## src/hdl/plist_pkg.sv

```systemverilog
// Shared constants and types for the positional list engine.
// Depends on nothing; positional_list_engine_core imports it.
package plist_pkg;

    localparam int CAPACITY   = 16;
    localparam int DATA_WIDTH = 32;

    localparam int FUNC_W  = 3;
    localparam int POS_W   = 8;
    localparam int VALUE_W = 32;
    localparam int FOUND_W = 5;
    localparam int LEN_W   = 5;

    localparam int ADDR_W = $clog2(CAPACITY);
    localparam int CNT_W  = $clog2(CAPACITY + 1);
    localparam int CMP_W  = (CNT_W > POS_W) ? CNT_W : POS_W;

    typedef enum logic [FUNC_W-1:0] {
        OP_INSERT = 3'd0,
        OP_REMOVE = 3'd1,
        OP_FIND   = 3'd2,
        OP_READ   = 3'd3,
        OP_CLEAR  = 3'd4
    } op_t;

    typedef enum logic [2:0] {
        S_IDLE,
        S_INS_MV,
        S_INS_PUT,
        S_REM_MV,
        S_FIND,
        S_READ
    } state_t;

endpackage

```

## src/hdl/plist_ram.sv

```systemverilog
// Generic single-port-write, single-port-read synchronous RAM with registered read data.
// Depends on nothing.
module plist_ram #(
    parameter int DEPTH = 16,
    parameter int WIDTH = 32
) (
    input  logic                     clk,
    input  logic                     we,
    input  logic [$clog2(DEPTH)-1:0] waddr,
    input  logic [WIDTH-1:0]         wdata,
    input  logic                     re,
    input  logic [$clog2(DEPTH)-1:0] raddr,
    output logic [WIDTH-1:0]         rdata
);

    logic [WIDTH-1:0] mem [DEPTH];

    always_ff @(posedge clk)
    begin
        if (we)
        begin
            mem[waddr] <= wdata;
        end
    end

    always_ff @(posedge clk)
    begin
        if (re)
        begin
            rdata <= mem[raddr];
        end
    end

endmodule

```

## src/hdl/positional_list_engine_core.sv

```systemverilog
// Positional list engine: command sequencer around one entry RAM.
// Depends on plist_pkg and plist_ram.
// Insert at p into n entries moves entries n-1..p up one, then writes p; at p = n it writes at once.
// Remove moves entries above p down one (none for the last); find scans from entry 0 for a match.
// One entry moves or is compared per cycle; busy holds the next command off until the done cycle.
// Results cannot be stalled. Reset clears the length and idles the sequencer; the RAM is not cleared.
module positional_list_engine_core (
    input  logic                           clk,
    input  logic                           rst_n,
    input  logic                           start,
    output logic                           busy,
    input  logic [plist_pkg::FUNC_W-1:0]   func,
    input  logic [plist_pkg::POS_W-1:0]    position,
    input  logic [plist_pkg::VALUE_W-1:0]  value,
    output logic                           done,
    output logic                           ok,
    output logic signed [plist_pkg::FOUND_W-1:0] found_position,
    output logic [plist_pkg::VALUE_W-1:0]  read_value,
    output logic [plist_pkg::LEN_W-1:0]    length
);

    import plist_pkg::*;

    state_t              state_reg, state_next;
    logic [CNT_W-1:0]    count_reg, count_next;
    logic [ADDR_W-1:0]   ptr_reg, ptr_next;
    logic [ADDR_W-1:0]   pos_reg, pos_next;
    logic [DATA_WIDTH-1:0] val_reg, val_next;

    logic                done_reg, done_next;
    logic                ok_reg, ok_next;
    logic [FOUND_W-1:0]  found_reg, found_next;
    logic [VALUE_W-1:0]  rdv_reg, rdv_next;
    logic [LEN_W-1:0]    len_reg, len_next;

    logic                  ram_we, ram_re;
    logic [ADDR_W-1:0]     ram_waddr, ram_raddr;
    logic [DATA_WIDTH-1:0] ram_wdata, ram_rdata;

    logic [CMP_W-1:0]      pos_ext, cnt_ext;
    logic [ADDR_W-1:0]     pos_a;
    logic [DATA_WIDTH-1:0] val_in;
    logic [CNT_W-1:0]      cnt_last;

    assign pos_ext  = CMP_W'(position);
    assign cnt_ext  = CMP_W'(count_reg);
    assign pos_a    = ADDR_W'(position);
    assign val_in   = DATA_WIDTH'(value);
    assign cnt_last = count_reg - CNT_W'(1);

    plist_ram #(
        .DEPTH (CAPACITY),
        .WIDTH (DATA_WIDTH)
    ) u_ram (
        .clk   (clk),
        .we    (ram_we),
        .waddr (ram_waddr),
        .wdata (ram_wdata),
        .re    (ram_re),
        .raddr (ram_raddr),
        .rdata (ram_rdata)
    );

    always_comb
    begin
        state_next = state_reg;
        count_next = count_reg;
        ptr_next   = ptr_reg;
        pos_next   = pos_reg;
        val_next   = val_reg;
        done_next  = 1'b0;
        ok_next    = 1'b0;
        found_next = '1;
        rdv_next   = '0;
        ram_we     = 1'b0;
        ram_waddr  = '0;
        ram_wdata  = '0;
        ram_re     = 1'b0;
        ram_raddr  = '0;

        unique case (state_reg)
            S_IDLE:
            begin
                if (start)
                begin
                    unique case (op_t'(func))
                        OP_INSERT:
                        begin
                            if (count_reg < CNT_W'(CAPACITY) && pos_ext <= cnt_ext)
                            begin
                                if (pos_ext == cnt_ext)
                                begin
                                    ram_we     = 1'b1;
                                    ram_waddr  = pos_a;
                                    ram_wdata  = val_in;
                                    count_next = count_reg + CNT_W'(1);
                                    done_next  = 1'b1;
                                    ok_next    = 1'b1;
                                end
                                else
                                begin
                                    ram_re     = 1'b1;
                                    ram_raddr  = ADDR_W'(cnt_last);
                                    ptr_next   = ADDR_W'(cnt_last);
                                    pos_next   = pos_a;
                                    val_next   = val_in;
                                    state_next = S_INS_MV;
                                end
                            end
                            else
                            begin
                                done_next = 1'b1;
                            end
                        end
                        OP_REMOVE:
                        begin
                            if (pos_ext < cnt_ext)
                            begin
                                if (pos_ext == CMP_W'(cnt_last))
                                begin
                                    count_next = cnt_last;
                                    done_next  = 1'b1;
                                    ok_next    = 1'b1;
                                end
                                else
                                begin
                                    ram_re     = 1'b1;
                                    ram_raddr  = pos_a + ADDR_W'(1);
                                    ptr_next   = pos_a + ADDR_W'(1);
                                    state_next = S_REM_MV;
                                end
                            end
                            else
                            begin
                                done_next = 1'b1;
                            end
                        end
                        OP_FIND:
                        begin
                            if (count_reg == '0)
                            begin
                                done_next = 1'b1;
                            end
                            else
                            begin
                                ram_re     = 1'b1;
                                ram_raddr  = '0;
                                ptr_next   = '0;
                                val_next   = val_in;
                                state_next = S_FIND;
                            end
                        end
                        OP_READ:
                        begin
                            if (pos_ext < cnt_ext)
                            begin
                                ram_re     = 1'b1;
                                ram_raddr  = pos_a;
                                state_next = S_READ;
                            end
                            else
                            begin
                                done_next = 1'b1;
                            end
                        end
                        OP_CLEAR:
                        begin
                            count_next = '0;
                            done_next  = 1'b1;
                            ok_next    = 1'b1;
                        end
                        default:
                        begin
                            done_next = 1'b1;
                        end
                    endcase
                end
            end
            S_INS_MV:
            begin
                ram_we    = 1'b1;
                ram_waddr = ptr_reg + ADDR_W'(1);
                ram_wdata = ram_rdata;
                if (ptr_reg == pos_reg)
                begin
                    state_next = S_INS_PUT;
                end
                else
                begin
                    ram_re    = 1'b1;
                    ram_raddr = ptr_reg - ADDR_W'(1);
                    ptr_next  = ptr_reg - ADDR_W'(1);
                end
            end
            S_INS_PUT:
            begin
                ram_we     = 1'b1;
                ram_waddr  = pos_reg;
                ram_wdata  = val_reg;
                count_next = count_reg + CNT_W'(1);
                done_next  = 1'b1;
                ok_next    = 1'b1;
                state_next = S_IDLE;
            end
            S_REM_MV:
            begin
                ram_we    = 1'b1;
                ram_waddr = ptr_reg - ADDR_W'(1);
                ram_wdata = ram_rdata;
                if (CNT_W'(ptr_reg) == cnt_last)
                begin
                    count_next = cnt_last;
                    done_next  = 1'b1;
                    ok_next    = 1'b1;
                    state_next = S_IDLE;
                end
                else
                begin
                    ram_re    = 1'b1;
                    ram_raddr = ptr_reg + ADDR_W'(1);
                    ptr_next  = ptr_reg + ADDR_W'(1);
                end
            end
            S_FIND:
            begin
                if (ram_rdata == val_reg)
                begin
                    done_next  = 1'b1;
                    ok_next    = 1'b1;
                    found_next = FOUND_W'(ptr_reg);
                    state_next = S_IDLE;
                end
                else if (CNT_W'(ptr_reg) == cnt_last)
                begin
                    done_next  = 1'b1;
                    state_next = S_IDLE;
                end
                else
                begin
                    ram_re    = 1'b1;
                    ram_raddr = ptr_reg + ADDR_W'(1);
                    ptr_next  = ptr_reg + ADDR_W'(1);
                end
            end
            S_READ:
            begin
                done_next  = 1'b1;
                ok_next    = 1'b1;
                rdv_next   = VALUE_W'(ram_rdata);
                state_next = S_IDLE;
            end
            default:
            begin
                state_next = S_IDLE;
            end
        endcase

        len_next = LEN_W'(count_next);
    end

    always_ff @(posedge clk or negedge rst_n)
    begin
        if (!rst_n)
        begin
            state_reg <= S_IDLE;
            count_reg <= '0;
            done_reg  <= 1'b0;
        end
        else
        begin
            state_reg <= state_next;
            count_reg <= count_next;
            done_reg  <= done_next;
        end
    end

    always_ff @(posedge clk)
    begin
        ptr_reg   <= ptr_next;
        pos_reg   <= pos_next;
        val_reg   <= val_next;
        ok_reg    <= ok_next;
        found_reg <= found_next;
        rdv_reg   <= rdv_next;
        len_reg   <= len_next;
    end

    assign busy           = (state_reg != S_IDLE);
    assign done           = done_reg;
    assign ok             = ok_reg;
    assign found_position = found_reg;
    assign read_value     = rdv_reg;
    assign length         = len_reg;

    a_no_rw_collision: assert property (@(posedge clk) disable iff (!rst_n)
        (ram_we && ram_re) |-> (ram_waddr != ram_raddr))
        else $error("RAM read and write hit the same entry in one cycle.");

    a_count_bound: assert property (@(posedge clk) disable iff (!rst_n)
        count_reg <= CNT_W'(CAPACITY))
        else $error("List length exceeds capacity.");

    a_insert_room: assert property (@(posedge clk) disable iff (!rst_n)
        (state_reg == S_INS_MV || state_reg == S_INS_PUT) |-> (count_reg < CNT_W'(CAPACITY)))
        else $error("Insert sequence running on a full list.");

    a_clear_result: assert property (@(posedge clk) disable iff (!rst_n)
        (start && !busy && func == OP_CLEAR) |=> (done && ok && length == '0))
        else $error("Clear did not report an empty list.");

    a_busy_no_result: assert property (@(posedge clk) disable iff (!rst_n)
        (state_reg == S_INS_MV && ptr_reg != pos_reg) |=> !done)
        else $error("Result word issued while entries were still moving.");

endmodule
```

## config.mk

```make
export PLATFORM = sky130hd
export DESIGN_NAME = positional_list_engine_core
export DESIGN_NICKNAME = d
export VERILOG_FILES = /design/src/hdl/plist_pkg.sv /design/src/hdl/plist_ram.sv /design/src/hdl/positional_list_engine_core.sv
export SDC_FILE = /design/constraint.sdc
export NUM_CORES = 1
export LEC_CHECK = 0
export ABC_AREA = 1
export BUFFER_PORTS_ARGS = -buffer_cell sky130_fd_sc_hd__buf_2
export CAP_MARGIN = 0
export CORE_AREA = 2 2 279 391
export CTS_BUF_LIST = sky130_fd_sc_hd__clkbuf_8 sky130_fd_sc_hd__clkbuf_16
export DETAILED_ROUTE_END_ITERATION = 8
export DIE_AREA = 0 0 281 393
export PLACE_DENSITY = 0.42
export SYNTH_ARGS = -nofsm -noshare
export SYNTH_HDL_FRONTEND = slang
export SYNTH_SLANG_ARGS = --single-unit
```

## constraint.sdc

```tcl
create_clock -name clk -period 8.3 [get_ports clk]
set_input_delay 0.415 -clock clk [delete_from_list [all_inputs] [get_ports clk]]
set_output_delay 0.415 -clock clk [all_outputs]
set_load 0.05 [all_outputs]
```

# [After elaboration in Yosys (flattened, before gate mapping)]
# Memory sizes are Yosys's and may differ from the RTL's. A register that Yosys moved wholly into a read port is not among the register bits.
# Cells that the tools add are included.
[word_totals] reg_bits=92 ram_bits=512 mem_count=1 latch_bits=0 inputBits=46 out_inout_bits=45 mem_bits_ro=0
[classes] bitwise_logic=1 n_eq_ne=29 n_mul=0 div_mod_pow=0 n_reduce_logical=15 shift=0 n_addsub=5 mux=91 n_lt_le_gt_ge=3
[memory_table] memory="u_ram.mem" words=16 word_bits=32 read_ports=1 rd_ports_with_merged_regs=1 write_ports=1 line="plist_ram.sv:16" rtl="logic [WIDTH-1:0] mem [DEPTH];"
[op_table] operator="two-way mux 32 bit" count=7
[op_table] operator="one-hot mux 32 bit (3 select lines)" count=1
[op_table] operator="two-way mux 4 bit" count=22
[op_table] operator="one-hot mux 32 bit (2 select lines)" count=1
[op_table] operator="one-hot mux 4 bit (4 select lines)" count=3
[op_table] operator="two-way mux 5 bit" count=7
[op_table] operator="== test 32 bit" count=1
[op_table] operator="two-way mux 3 bit" count=10
[op_table] operator="one-hot mux 5 bit (3 select lines)" count=2
[op_table] operator="two-way mux 1 bit" count=27
[op_table] operator="one-hot mux 3 bit (4 select lines)" count=2
[op_table] operator="one-hot mux 4 bit (3 select lines)" count=2
[op_table] operator="one-hot mux 1 bit (4 select lines)" count=5
[op_table] operator="!= test 3 bit, second input constant" count=6
[op_table] operator="== test 8 x 5 -> 1 bit" count=2
[op_table] operator="!= test 2 bit, second input constant" count=7
[op_table] operator="== test 3 x 2 -> 1 bit, second input constant" count=4
[op_table] operator="AND reduction 10 bit" count=1
[op_table] operator="== test 3 bit, second input constant" count=3
[op_table] operator="AND reduction 9 bit" count=1
[op_table] operator="adder 4 x 1 -> 4 bit, second input constant" count=2
[op_table] operator="<= comparator 8 x 5 -> 1 bit" count=1
[op_table] operator="less-than comparator 8 x 5 -> 1 bit" count=1
[op_table] operator="== test 3 x 1 -> 1 bit, second input constant" count=2
[op_table] operator="22 further kinds" count=24

# [Longest topological paths before layout]
[logic_depth] ltp_word=8 depth_mapped=22 ltp_nobuf=20

# [Cells and area by module]
# A second synthesis with hierarchy kept.
[hier_totals] hier_cells=2831 hier_area_um2=28486.1
[by_module_without_submodules] module="plist_ram" area_each_um2=23050.9 n_inst=1 cells_each=2120
[by_module_without_submodules] module="positional_list_engine_core" area_each_um2=5435.2 n_inst=1 cells_each=711

# [Worst setup path before layout]
# Ideal clock, no wire load.
[synth_path] kind="flip-flop to flip-flop" startpoint="register count_reg[3]" endpoint="memory u_ram.mem[0][0], enable pin" stages_incl_launch_ff=13 t_required_ps=7839 n_path_buf=0 t_arrival_ps=4004 period_less_slack_ps=4465 slack_ps=3835 path_cell_list="dfrtp_1 -> inv_2 -> ha_1 -> nand2_1 -> nor3_1 -> nand2_1 -> nor2_1 -> inv_1 -> nor2_1 -> inv_2 -> nor2_2 -> o21ai_0 -> nor3_1"
[synth_via] elab_chain_cells=8 word_cells_on_any_way=16
[synth_lines] element="start, declared" line="positional_list_engine_core.sv:25" rtl="logic [CNT_W-1:0] count_reg, count_next;"
[synth_lines] element="start signal, assigned" line="positional_list_engine_core.sv:272" rtl="count_reg <= count_next;"
[synth_lines] element="<= comparator 8 x 5 -> 1 bit (tied with other cells)" line="positional_list_engine_core.sv:89" rtl="if (count_reg < CNT_W'(CAPACITY) && pos_ext <= cnt_ext)"
[synth_lines] element="logical AND 1 bit / two-way mux 1 bit (equally long branches)" line="positional_list_engine_core.sv:89, positional_list_engine_core.sv:91"
[synth_lines] element="two-way mux 1 bit" line="positional_list_engine_core.sv:89"
[synth_lines] element="two-way mux 1 bit" line="positional_list_engine_core.sv:86" rtl="unique case (op_t'(func))"
[synth_lines] element="two-way mux 1 bit" line="positional_list_engine_core.sv:84" rtl="if (start)"
[synth_lines] element="one-hot mux 1 bit (2 select lines)" line="positional_list_engine_core.sv:81" rtl="unique case (state_reg)"
[synth_lines] element="two-way mux 1 bit" line="plist_ram.sv:20" rtl="if (we)"
[synth_lines] element="two-way mux 1 bit (not written as such)" line="plist_ram.sv:22" rtl="mem[waddr] <= wdata;"
[synth_lines] element="end, declared" line="plist_ram.sv:16"
# Parallel ways exist; a longest one is shown, timed or not.

# [Worst setup path in the final report]
[layout_path] startpoint="register count_reg[0]" endpoint="register u_ram.rdata[4] (read register of u_ram.mem), data pin"
[layout_via] elab_chain_cells=7 word_cells_on_any_way=30
[layout_lines] element="subtractor 5 x 1 -> 5 bit" line="positional_list_engine_core.sv:49" rtl="assign cnt_last = count_reg - CNT_W'(1);"
[layout_lines] element="== test 8 x 5 -> 1 bit" line="positional_list_engine_core.sv:119" rtl="if (pos_ext == CMP_W'(cnt_last))"
[layout_lines] element="two-way mux 1 bit / two-way mux 4 bit (equally long branches)" line="positional_list_engine_core.sv:119"
[layout_lines] element="two-way mux 1 bit / two-way mux 4 bit (equally long branches)" line="positional_list_engine_core.sv:117" rtl="if (pos_ext < cnt_ext)"
[layout_lines] element="one-hot mux 1 bit (4 select lines) / one-hot mux 4 bit (3 select lines) (equally long branches)" line="positional_list_engine_core.sv:86"
[layout_lines] element="two-way mux 1 bit / two-way mux 4 bit (equally long branches)" line="positional_list_engine_core.sv:84"
[layout_lines] element="one-hot mux 1 bit (4 select lines) / one-hot mux 4 bit (4 select lines) (equally long branches)" line="positional_list_engine_core.sv:81"
[layout_lines] element="end, declared" line="plist_ram.sv:13" rtl="output logic [WIDTH-1:0] rdata"
# Parallel ways exist; a longest one is shown, timed or not.
# A chain may end at the register's enable or synchronous reset.

==> flow_summary.json <==
{
  "status": "finished clean",
  "power_frac_clock": 0.200,
  "r2r-start": "count_reg[0]$_DFF_PN0_",
  "wire_per_inst_um": 21.91,
  "start_kind": "register",
  "gp_congestion": 0.9209,
  "ys.flop_type": "edfxtp_1",
  "crit_arrival_ns": 5.77,
  "p_sw_w": 0.006614,
  "maxCapViolations": 0,
  "path_clk_slew_ns": 0.06,
  "grt_pass1_wl_mm": 137.8,
  "worst_r2r_path_depth": 19,
  "worst_pin_slew_ns": 1.306,
  "worstHoldPathCells": 1,
  "clockBufferDepth": 3,
  "period_minus_slack_ns": 5.268,
  "endpoint": "u_ram.rdata[4]$_DFFE_PP_",
  "largest_reg_flops": 512,
  "cp_data_required_time_ns": 8.80,
  "yosysUniqueCellTypes": 50,
  "drc": 0,
  "post_cts_resized": 0,
  "grt_pass1_vias": 20050,
  "setup_viol": 0,
  "path_max_fanout": 145,
  "syn_nets": 2774,
  "grt_use_total": 0.1702,
  "combPwrFrac": 0.451,
  "worst_path_most_repeated_cell": "nand2_1",
  "hold_viol_final": 0,
  "worst-setup-path-type": "register to register",
  "clock_latency_ns": 0.65,
  "cts_root_buf": "clkbuf_16",
  "p_leak_nw": 13.13,
  "ant_nets": 0,
  "vias": 20092,
  "clkSinkCount": 636,
  "area_growth_pct": 15.77,
  "syn-cell-area_um2": 28640,
  "slowest_delay_ns": 0.74,
  "yosysSeqAreaShare": 0.6502,
  "r2r_slack_ns": 3.03,
  "path_cells": "inv_2 > ha_1 > inv_1 > nand2_1 > nand2_1 > nor2_1 > nand2_1 > nor2_2 > nand2_2 > nand2_4 > nand3_2 > nand2_8 > nand2_8 > buf_12 > nand2_1 > nand3_1 > nand3_1 > nand3_1 > nand2_1",
  "grt_setup_unrepaired": "false",
  "critPathCaptureType": "register",
  "syn_inst": 2716,
  "drt_iter0_markers": 1702,
  "fin_nets": 2865,
  "port_buffers": 90,
  "async_flop_share": 0.01415,
  "final_cell_mix": "584 x edfxtp_1, 545 x nand2_1, 540 x nand3_1",
  "min_path_type": "primary input to register",
  "seqPwrFrac": 0.349,
  "max_slew_margin": 0.1290,
  "r2r-end": "u_ram.rdata[4]$_DFFE_PP_",
  "synth_edf_count": 584,
  "cp-startpoint": "count_reg[0]$_DFF_PN0_",
  "cts_max_level": 3,
  "dr.pass1.iters": 5,
  "cts-buffers-inserted": 67,
  "io_pins": 91,
  "die_h_um": 393,
  "fin_crit_sh": 0.6347,
  "tns_ns": 0,
  "p_int_w": 0.008450,
  "dp_hpwl_mm": 51.92,
  "p_sw_frac": 0.4391,
  "peakVddDrop_v": 0.0003144,
  "max_freq_mhz": 189.8,
  "wirelength_mm": 94.25,
  "drive_gt1_frac": 0.1031,
  "dieArea_um2": 110400,
  "num_rows": 142,
  "grt_max_degree": 146,
  "viasPerCell": 4.671,
  "cellPowerDensity_nw_per_um2": 454.3,
  "finalClockSkew_ns": 0.02220,
  "die_w_um": 281,
  "cts_tree": "yes",
  "start_util": 0.2682,
  "layout_commonest_cell": "edfxtp_1",
  "yosys_register_bits": 636,
  "core_um2": 106800,
  "slew_viol_final": 0,
  "max_flop_register": "u_ram.mem",
  "antenna_found_initial": 3,
  "crit_slowest_cell": "nand2_8",
  "grt_overflow": 0,
  "yosysWarningCount": 0,
  "placed_area_um2": 30640,
  "final_area_um2": 33160,
  "syn_avg_cell_area_um2": 10.55
}
[synth_stat cells (4+ instances only)]
master / n / area [um2]
nor3_1: 7 / 35.03
edfxtp_1: 584 / 17540
o22ai_1: 6 / 37.54
ha_1: 12 / 150.1
dfxtp_1: 43 / 860.8
nand2_1: 546 / 2049
dfrtp_1: 9 / 225.2
buf_4: 13 / 97.59
a22oi_1: 20 / 150.1
nor2_2: 6 / 37.54
nor2_1: 101 / 379.1
clkbuf_1: 15 / 56.30
a21oi_1: 11 / 55.05
buf_6: 6 / 67.56
buf_2: 110 / 550.5
inv_2: 16 / 60.06
nand3_1: 540 / 2703
nand4_1: 5 / 31.28
nand3b_1: 160 / 1201
o221ai_1: 15 / 131.4
o21ai_0: 20 / 100.1
nand2_2: 7 / 43.79
inv_1: 394 / 1479
o211ai_1: 4 / 30.03
xnor2_1: 26 / 227.7
xor2_1: 7 / 61.31
[critical path, delay by kind of cell, from the launching register on]
family	cells	cell delay, ns
flip-flops	1	0.57
buffers and inverters	3	0.98
AND/OR/NAND/NOR	15	2.84
adder cells (fa/ha/maj)	1	0.50
[power by group through the flow]
stage	Clock, W	Sequential [W]	Combinational [W]
floorplan	0	0.00532	0.00437
global placement	0	0.00531	0.00685
detailed placement	0	0.00532	0.00686
CTS	0.00309	0.00526	0.00690
global route	0.00319	0.00533	0.00749
finish	0.00301	0.00526	0.00680
[routing by layer]
layer  part of all wire  track usage
met1               0.44       0.2187
met2               0.49       0.2931
met3              0.044      0.02264
met4              0.027      0.05882
met5                  0            0
[worst min-delay path by stage]
stage | startpoint | endpoint | slack (ns)
floorplan | rst_n | count_reg[0]$_DFF_PN0_ | 0.12
finish | position[1] | pos_reg[1]$_DFFE_PP_ | 0.09
detailed placement | rst_n | count_reg[1]$_DFF_PN0_ | 0.30
global placement | rst_n | count_reg[1]$_DFF_PN0_ | 0.31
global route | position[1] | pos_reg[1]$_DFFE_PP_ | 0.07
CTS | position[1] | pos_reg[1]$_DFFE_PP_ | 0.04
[cell type report]
class                      instances  area (um2)
fill                           10959       73620
sequential                       636       18620
multi-input combinational       1524        7910
clock buffer                      76        1834
tap                             1440        1802
inverter                         411        1545
timing repair buffer             167        1126
clock inverter                    46       317.8
antenna                            1       2.502
[per-stage QoR]
step	setup WS [ns]	hold WS (ns)	total power (W)	util	cells
after CTS	3.040	0.03698	0.01526	0.3103	4297
after detailed placement	3.070	0.2981	0.01219	0.2869	4141
after global routing	2.661	0.07364	0.01601	0.3106	4301
after floorplan	3.835	0.1194	0.009688	-	2716
after global placement	3.055	0.3081	0.01216	0.2869	4141
final	3.032	0.08618	0.01506	0.3106	4301
[timing repair]
item	in CTS	in global routing
endpoints found under the hold margin	42	0
hold buffers	34	0
setup buffers	0	0
[logic make-up after synthesis]
| kind of cell | count (synthesis) | share of synthesized area |
|---|---|---|
| flops | 636 | 0.6502 |
| xor+xnor | 33 | 0.01009 |
| fa+ha+maj | 12 | 0.005242 |
| compound gates | 96 | 0.02341 |
| buf+inv | 556 | 0.08094 |
| simple gates | 1383 | 0.2301 |
No activity file was read; power rests on OpenSTA's default activity.
